===== src/design/ovlm_pkg.sv =====
// Shared constants for the ordered value list with min/max tracking.
// Holds field widths, operation kinds, status codes and cell commands.
// No dependencies.
`default_nettype none

package ovlm_pkg;

   // Default sizing of the list.
   localparam int CAPACITY_DEFAULT   = 64;
   localparam int VALUE_BITS_DEFAULT = 32;

   // Fixed field widths of the stream beats.
   localparam int KIND_W     = 3;
   localparam int DATA_W     = 32;
   localparam int POS_W      = 6;
   localparam int COUNT_W    = 7;
   localparam int STATUS_W   = 2;
   localparam int REQ_DATA_W = 40;
   localparam int RSP_DATA_W = 120;

   // Operation kinds carried on req_tuser.
   localparam logic [KIND_W-1:0] KIND_APPEND    = 3'd0;
   localparam logic [KIND_W-1:0] KIND_ORDERED   = 3'd1;
   localparam logic [KIND_W-1:0] KIND_INSERT_AT = 3'd2;
   localparam logic [KIND_W-1:0] KIND_DELETE_AT = 3'd3;
   localparam logic [KIND_W-1:0] KIND_READ      = 3'd4;

   // Status codes of a result beat.
   localparam logic [STATUS_W-1:0] STATUS_OK    = 2'd0;
   localparam logic [STATUS_W-1:0] STATUS_FULL  = 2'd1;
   localparam logic [STATUS_W-1:0] STATUS_RANGE = 2'd2;

   // Commands broadcast to every cell of the row.
   localparam int OP_W = 2;
   localparam logic [OP_W-1:0] OP_HOLD   = 2'd0;
   localparam logic [OP_W-1:0] OP_INSERT = 2'd1;
   localparam logic [OP_W-1:0] OP_DELETE = 2'd2;

endpackage

`default_nettype wire


===== src/design/ovlm_cell.sv =====
// One cell of the list row: holds one entry and one stage of the min/max sweep.
// Depends on ovlm_pkg for the command codes.
`default_nettype none

module ovlm_cell #(
   parameter int CAPACITY   = ovlm_pkg::CAPACITY_DEFAULT,
   parameter int VALUE_BITS = ovlm_pkg::VALUE_BITS_DEFAULT,
   parameter int INDEX      = 0,
   localparam int CNT_W     = $clog2(CAPACITY + 1),
   localparam int IDX_W     = (CAPACITY > 1) ? $clog2(CAPACITY) : 1
) (
   input  wire                          clock,
   input  wire                          reset,
   input  wire [ovlm_pkg::OP_W-1:0]     cmd_op,
   input  wire [CNT_W-1:0]              cmd_at,
   input  wire [CNT_W-1:0]              cmd_count,
   input  wire signed [VALUE_BITS-1:0]  cmd_value,
   input  wire                          order_descending,
   input  wire signed [VALUE_BITS-1:0]  left_entry,
   input  wire signed [VALUE_BITS-1:0]  right_entry,
   input  wire                          left_found,
   input  wire signed [VALUE_BITS-1:0]  left_min,
   input  wire [IDX_W-1:0]              left_min_at,
   input  wire signed [VALUE_BITS-1:0]  left_max,
   input  wire [IDX_W-1:0]              left_max_at,
   output logic signed [VALUE_BITS-1:0] entry,
   output logic                         not_before,
   output logic                         found,
   output logic signed [VALUE_BITS-1:0] min_value,
   output logic [IDX_W-1:0]             min_at,
   output logic signed [VALUE_BITS-1:0] max_value,
   output logic [IDX_W-1:0]             max_at
);

   localparam logic [CNT_W-1:0] MY_INDEX = CNT_W'(INDEX);
   localparam logic [IDX_W-1:0] MY_IDX   = IDX_W'(INDEX);

   logic signed [VALUE_BITS-1:0] entry_ff, entry_in;
   logic                         found_ff, found_in;
   logic signed [VALUE_BITS-1:0] min_ff, min_in, max_ff, max_in;
   logic [IDX_W-1:0]             min_at_ff, min_at_in, max_at_ff, max_at_in;
   logic                         occupied;
   logic                         sorts_ahead;

   assign occupied = (MY_INDEX < cmd_count);

   // Ordered insert goes before the first occupied entry that does not sort ahead.
   assign sorts_ahead = order_descending ? (cmd_value < entry_ff) : (entry_ff < cmd_value);
   assign not_before  = occupied && !sorts_ahead;

   // Entry update: insert shifts later entries up, delete shifts them down.
   always_comb begin
      entry_in = entry_ff;
      case (cmd_op)
         ovlm_pkg::OP_INSERT: begin
            if (MY_INDEX == cmd_at) begin
               entry_in = cmd_value;
            end else if (MY_INDEX > cmd_at) begin
               entry_in = left_entry;
            end
         end
         ovlm_pkg::OP_DELETE: begin
            if (MY_INDEX >= cmd_at) begin
               entry_in = right_entry;
            end
         end
         default: begin
            entry_in = entry_ff;
         end
      endcase
   end

   // One stage of the sweep: fold this entry into the running min/max from the left.
   always_comb begin
      found_in  = left_found;
      min_in    = left_min;
      min_at_in = left_min_at;
      max_in    = left_max;
      max_at_in = left_max_at;
      if (occupied) begin
         found_in = 1'b1;
         if (!left_found) begin
            min_in    = entry_ff;
            min_at_in = MY_IDX;
            max_in    = entry_ff;
            max_at_in = MY_IDX;
         end else begin
            if (entry_ff < left_min) begin
               min_in    = entry_ff;
               min_at_in = MY_IDX;
            end
            if (left_max < entry_ff) begin
               max_in    = entry_ff;
               max_at_in = MY_IDX;
            end
         end
      end
   end

   always_ff @(posedge clock) begin
      if (reset) begin
         found_ff <= 1'b0;
      end else begin
         found_ff <= found_in;
      end
   end

   always_ff @(posedge clock) begin
      entry_ff  <= entry_in;
      min_ff    <= min_in;
      min_at_ff <= min_at_in;
      max_ff    <= max_in;
      max_at_ff <= max_at_in;
   end

   assign entry     = entry_ff;
   assign found     = found_ff;
   assign min_value = min_ff;
   assign min_at    = min_at_ff;
   assign max_value = max_ff;
   assign max_at    = max_at_ff;

endmodule

`default_nettype wire


===== config.mk =====
export PLATFORM = sky130hd
export DESIGN_NAME = ovlm_cell
export DESIGN_NICKNAME = d
export VERILOG_FILES = /design/src/design/ovlm_pkg.sv /design/src/design/ovlm_cell.sv
export SDC_FILE = /design/constraint.sdc
export NUM_CORES = 1
export LEC_CHECK = 0
export BUFFER_PORTS_ARGS = -buffer_cell sky130_fd_sc_hd__buf_2
export CAP_MARGIN = 15
export CORE_MARGIN = 5
export CORE_UTILIZATION = 51
export DETAILED_ROUTE_END_ITERATION = 7
export GPL_TIMING_DRIVEN = 0
export PLACE_DENSITY_LB_ADDON = 0.08
export REMOVE_ABC_BUFFERS = 1
export SYNTH_ARGS = -nofsm -noshare
export SYNTH_HDL_FRONTEND = slang
export SYNTH_SLANG_ARGS = --single-unit

===== constraint.sdc =====
create_clock -name clock -period 8.6 [get_ports clock]
set_clock_uncertainty 0.1 [all_clocks]
set_input_delay 0.43 -clock clock [delete_from_list [all_inputs] [get_ports clock]]
set_output_delay 0.43 -clock clock [all_outputs]
set_load 0.02 [all_outputs]

==> Yosys cells after proc, flatten, opt, wreduce, memory -nomap -nowiden <==
Cells that the tools add are included.
{ "classes": {"reduce_logical": 5, "eq_ne": 4, "order_cmp": 7, "n_mux": 18} }
{ "ops": {"columns": ["cell", "count"], "rows": [
  ["$mux 32", 9],
  ["$lt 32x32->1", 4],
  ["$pmux 32 s2", 1],
  ["$mux 6", 6],
  ["$ge 1x7->1 const A", 1],
  ["$gt 1x7->1 const A", 1],
  ["$logic_not 7->1", 1],
  ["$lt 1x7->1 const A", 1],
  ["$ne 3x3->1 const B", 1],
  ["$reduce_and 3->1", 1],
  ["$eq 2x1->1 const B", 1],
  ["$eq 2x2->1 const B", 1],
  ["$mux 1", 2],
  ["$ne 2x2->1 const B", 1],
  ["$reduce_bool 2->1", 1],
  ["$logic_and 1x1->1", 1],
  ["$logic_not 1->1", 1]
]} }
{ "word_totals": {"regBits": 109, "elab_cells": 40} }

==> Depth between registers and ports, before layout <==
{ "logic_depth": {"depth_word": 4, "mapped_depth": 11, "depth_no_buf": 9} }

==> Worst setup path after synthesis <==
No wires, ideal clock.
{ "synth_timing": {"path_type": "input -> register", "startpoint": "input cmd_at[5]", "endpoint": "register entry_ff[0], in the netlist entry[0], enable pin", "setup_time_ps": 421, "stages": 4, "n_path_buf": 1, "required_ps": 8079, "setup_slack_ps": 5565, "arrival_ps": 2514, "path_cell_list": "nor4_1 > nand2_1 > clkbuf_1 > nor2_1"} }
{ "synth_via": {"elab_chain_cells": 3} }
{ "synth_lines": {"columns": ["element", "line_no", "rtl"], "rows": [
  ["start, declared", "ovlm_cell.sv:15", "input wire [CNT_W-1:0] cmd_at,"],
  ["$gt 1x7->1, or another cell as far along", "ovlm_cell.sv:58", "end else if (MY_INDEX > cmd_at) begin"],
  ["$ne 3x3->1 (no line) or $ne 2x2->1 (tied branches)", null, null],
  ["$reduce_and 3->1 (no line) *", null, null],
  ["end signal, assigned", "ovlm_cell.sv:109", "entry_ff <= entry_in;"],
  ["end, declared", "ovlm_cell.sv:38", "logic signed [VALUE_BITS-1:0] entry_ff, entry_in;"]
]} }
Every way passes the cells marked *; elsewhere a longest branch is shown, timed or not.
A chain may end at the register's enable or synchronous reset.

==> Worst setup path in the final report <==
{ "layout_timing": {"startpoint": "register entry_ff[31], in the netlist entry[31]", "endpoint": "register max_ff[28], in the netlist max_value[28]"} }
{ "layout_via": {"elab_chain_cells": 4} }
{ "layout_lines": {"columns": ["element", "line_no", "rtl"], "rows": [
  ["$lt 32x32->1", "ovlm_cell.sv:92", "if (left_max < entry_ff) begin"],
  ["$mux 32", "ovlm_cell.sv:92", null],
  ["$mux 32", "ovlm_cell.sv:82", "if (!left_found) begin"],
  ["$mux 32", "ovlm_cell.sv:80", "if (occupied) begin"],
  ["via max_in[28]", "ovlm_cell.sv:40", "logic signed [VALUE_BITS-1:0] min_ff, min_in, max_ff, max_in;"],
  ["end signal, assigned", "ovlm_cell.sv:112", "max_ff <= max_in;"],
  ["end, declared", "ovlm_cell.sv:40", null]
]} }
The timed path passes the listed nets, and every way through them passes these cells.

==> out/metrics.yaml <==
cts:
  worst_setup_hold_path_clk_slew_ps: 80
  holdBufCountCts: 0
  insertion_delay_ps: 360
  htree_levels: 3
  cts_made_buffers: 9
  cts.root.buffer_cell: "sky130_fd_sc_hd__clkbuf_16"
  cts.sinks: 109
  tritoncts: "built"
  cts_post_setup_buffers_inserted: 0
  post_cts_resize_count: 0
  max-clock-path-buffers: 2
worst_setup_path:
  cp_max_fo: 12
  timing.critical_path.arrival_ps: 3700
  critPathLaunchType: "register"
  crit_path_end_kind: "register"
  critPathRequiredTime_ps: 8740
  setup.worst_path.class: "register to register"
synth:
  netlist-cell-type-count: 50
  proportion_of_synthesized_chip_area_in_sequential_cells_pct: 38.5
  yosys_most_used_dff: "sky130_fd_sc_hd__dfxtp_1"
  portion_of_synthesized_cell_area_occupied_by_the_leading_cell_type_pct: 23.7
  synth-async-reset-ratio_pct: 0
  ys_top_cells_by_area: "sky130_fd_sc_hd__dfxtp_1, sky130_fd_sc_hd__ha_1, sky130_fd_sc_hd__edfxtp_1, sky130_fd_sc_hd__inv_1, sky130_fd_sc_hd__a21oi_1"
  synthesis.yosys.warnings: 0
  synth_edf_count: 32
  yosysTopAreaCell: "sky130_fd_sc_hd__dfxtp_1"
  post_syn_area_per_cell_um2: 9.42
  ys_ff_latch: 109
  syn-instance-count: 691
  syn_area_um2: 6510
  yosysMostFrequentCell: "sky130_fd_sc_hd__inv_1"
  post_synth_most_frequent_cells: "sky130_fd_sc_hd__inv_1, sky130_fd_sc_hd__ha_1, sky130_fd_sc_hd__dfxtp_1, sky130_fd_sc_hd__a21oi_1, sky130_fd_sc_hd__nand2_1"
timing:
  hold_viol: 0
  final-max-slew-violation-count: 0
  timing.setup.tns_ps: 0
  timing.slew.headroom_pct: 35.7
  worstMarginPinSlew_ps: 964
  finalSetupViolations: 0
  clock.fmax_ghz: 0.281
  rsz0062_at_grt: "no"
  final.hold.worst_slack_ps: 112
  finalWorstPathRequiredPeriod_ps: 3560
  finalCritPeriodShare_pct: 41.4
placed_design:
  numPortBuffers: 301
  detailed_place_hpwl_mm: 15.4
  place_area_um2: 8270
  gp_congestion: 0.852
pwr:
  total_power_mw: 1.22
  max-vdd-ir-drop_mv: 0.0887
  power_leakage_nw: 4.47
  power_per_cell_area_nw_per_um2: 142
drt:
  drt_iter0_drc: 251
  dr_wl_met2_mm: 9.47
  met3_length_mm: 1.51
  route.layer.met1.wl_mm: 7.18
  remaining_drc_errors: 0
  route.detailed.wl_per_inst_um: 15.9
  finalWirelength_mm: 18.6
  detail_route.vias_per_cell: 5.04
  ant_nets: 0
  top_signal_layer_used: "met5"
  overall_via_count_from_detail_route: 5886
  first_pass_iteration_count_of_the_detailed_router: 5
global_routing:
  largest_net_degree_at_the_start_of_global_routing: 37
  track_usage_pct: 24.1
  grt_pass1_vias: 5889
  grt_pass1_wl_mm: 28.3
  grt_remaining_overflow: 0
  antenna_found_initial: 2
layout:
  final_area_um2: 8580
  area_growth_syn_to_layout_pct: 31.8
  num-nets-final: 1276
  final_layout_size_suffix_gt1_share_pct: 35.4
floorplan:
  floorplan.die_area_um2: 15100
  starting_density_of_the_core_pct: 51.8
  boundaryPins: 302
  core_um2: 12600
  row_count: 41
  die_width_um: 123
  fp.dieH_um: 123
outcome:
  run_status: "complete, no violations"
worst_hold_path:
  worstHoldPathType: "input pin to register"
run:
  maxCapViolCount: 0
## critical path, stage by stage (launching register included)
cell,delay (ps)
sky130_fd_sc_hd__edfxtp_1,450
sky130_fd_sc_hd__inv_1,90
sky130_fd_sc_hd__ha_1,360
sky130_fd_sc_hd__nand4_1,220
sky130_fd_sc_hd__nor4_1,420
sky130_fd_sc_hd__a22o_1,240
sky130_fd_sc_hd__o41ai_1,100
sky130_fd_sc_hd__a221oi_4,830
sky130_fd_sc_hd__buf_8,250
sky130_fd_sc_hd__mux2_1,350
## worst paths after layout
check	startpoint	end	slack, ps	cells after the start
max	entry[31]	max_value[28]	5040	9
min	reset	found	110	2
min reg2reg	entry[21]	max_value[21]	490	1
max reg2reg	entry[31]	max_value[28]	5040	9
## registers in the layout, summed over array words and instances (netlist names)
signal     cells
max_value     32
min_at         6
found          1
min_value     32
max_at         6
entry         32
## power breakdown
part,leakage (nW),internal (mW),switching [mW]
logic,3.40,0.105,0.125
clock network,0.146,0.227,0.202
registers,0.928,0.552,0.00534
## layout make-up
cell class              instances  area [um^2]
diodes                          1         2.50
clock buffers                   9          225
clock inverters                 7         75.1
fillers                      1112         3990
inverters                      97          364
multi-input cells             464         3520
flip-flops and latches        109         2500
well taps                     172          215
repair buffers                309         1670
## stage by stage
stage                     util (%)  cells  setup WS (ps)
final                         68.2   1168           5040
after CTS                     68.2   1167           4990
after global placement        64.3   1143           3240
after detailed placement      65.8   1151           5040
after floorplan                  -    670           4550
after global routing          68.2   1167           4910
## cell usage in the layout, fill, tap and decap left out, types with 2 or more instances in the layout
master / n
sky130_fd_sc_hd__buf_2: 301
sky130_fd_sc_hd__inv_1: 97
sky130_fd_sc_hd__ha_1: 94
sky130_fd_sc_hd__dfxtp_1: 77
sky130_fd_sc_hd__a21oi_1: 70
sky130_fd_sc_hd__nand2_1: 53
sky130_fd_sc_hd__o21ai_0: 46
sky130_fd_sc_hd__nor2_1: 40
sky130_fd_sc_hd__mux2i_1: 32
sky130_fd_sc_hd__edfxtp_1: 32
sky130_fd_sc_hd__mux2_2: 18
sky130_fd_sc_hd__nand4_1: 15
sky130_fd_sc_hd__mux2_1: 14
sky130_fd_sc_hd__a21o_1: 11
sky130_fd_sc_hd__clkbuf_16: 9
sky130_fd_sc_hd__nor2b_1: 8
sky130_fd_sc_hd__nand3_1: 6
sky130_fd_sc_hd__and2_1: 6
sky130_fd_sc_hd__nor4_1: 5
sky130_fd_sc_hd__nor3_1: 5
sky130_fd_sc_hd__and4_1: 4
sky130_fd_sc_hd__buf_8: 4
sky130_fd_sc_hd__a221oi_1: 3
sky130_fd_sc_hd__clkinv_4: 3
sky130_fd_sc_hd__buf_16: 3
sky130_fd_sc_hd__a211o_1: 2
sky130_fd_sc_hd__a31oi_1: 2
sky130_fd_sc_hd__o221ai_1: 2
sky130_fd_sc_hd__nand3b_1: 2
sky130_fd_sc_hd__o31ai_1: 2
sky130_fd_sc_hd__o41ai_1: 2
sky130_fd_sc_hd__o31a_1: 2
## kinds of logic (layout without fill, tap and decap cells)
kind of cell | count (synthesis) | after routing | share of synthesized area [%]
AOI/OAI and AO/OA | 154 | 154 | 13.9
and+or+nand+nor | 151 | 151 | 11.2
other | 0 | 1 | 0
xor gates and xnor gates | 1 | 1 | 0.135
buffers and inverters | 118 | 422 | 7.85
adders and majority gates | 94 | 94 | 18.1
DFF | 109 | 109 | 38.5
muxes | 64 | 64 | 10.5
## layer usage
layer,vias up,global-route usage (%)
met2,201,44.4
met5,-,0
li1,3022,-
met4,4,8.75
met1,2630,27.0
met3,29,5.72
No activity file was read; power rests on OpenSTA's default activity.
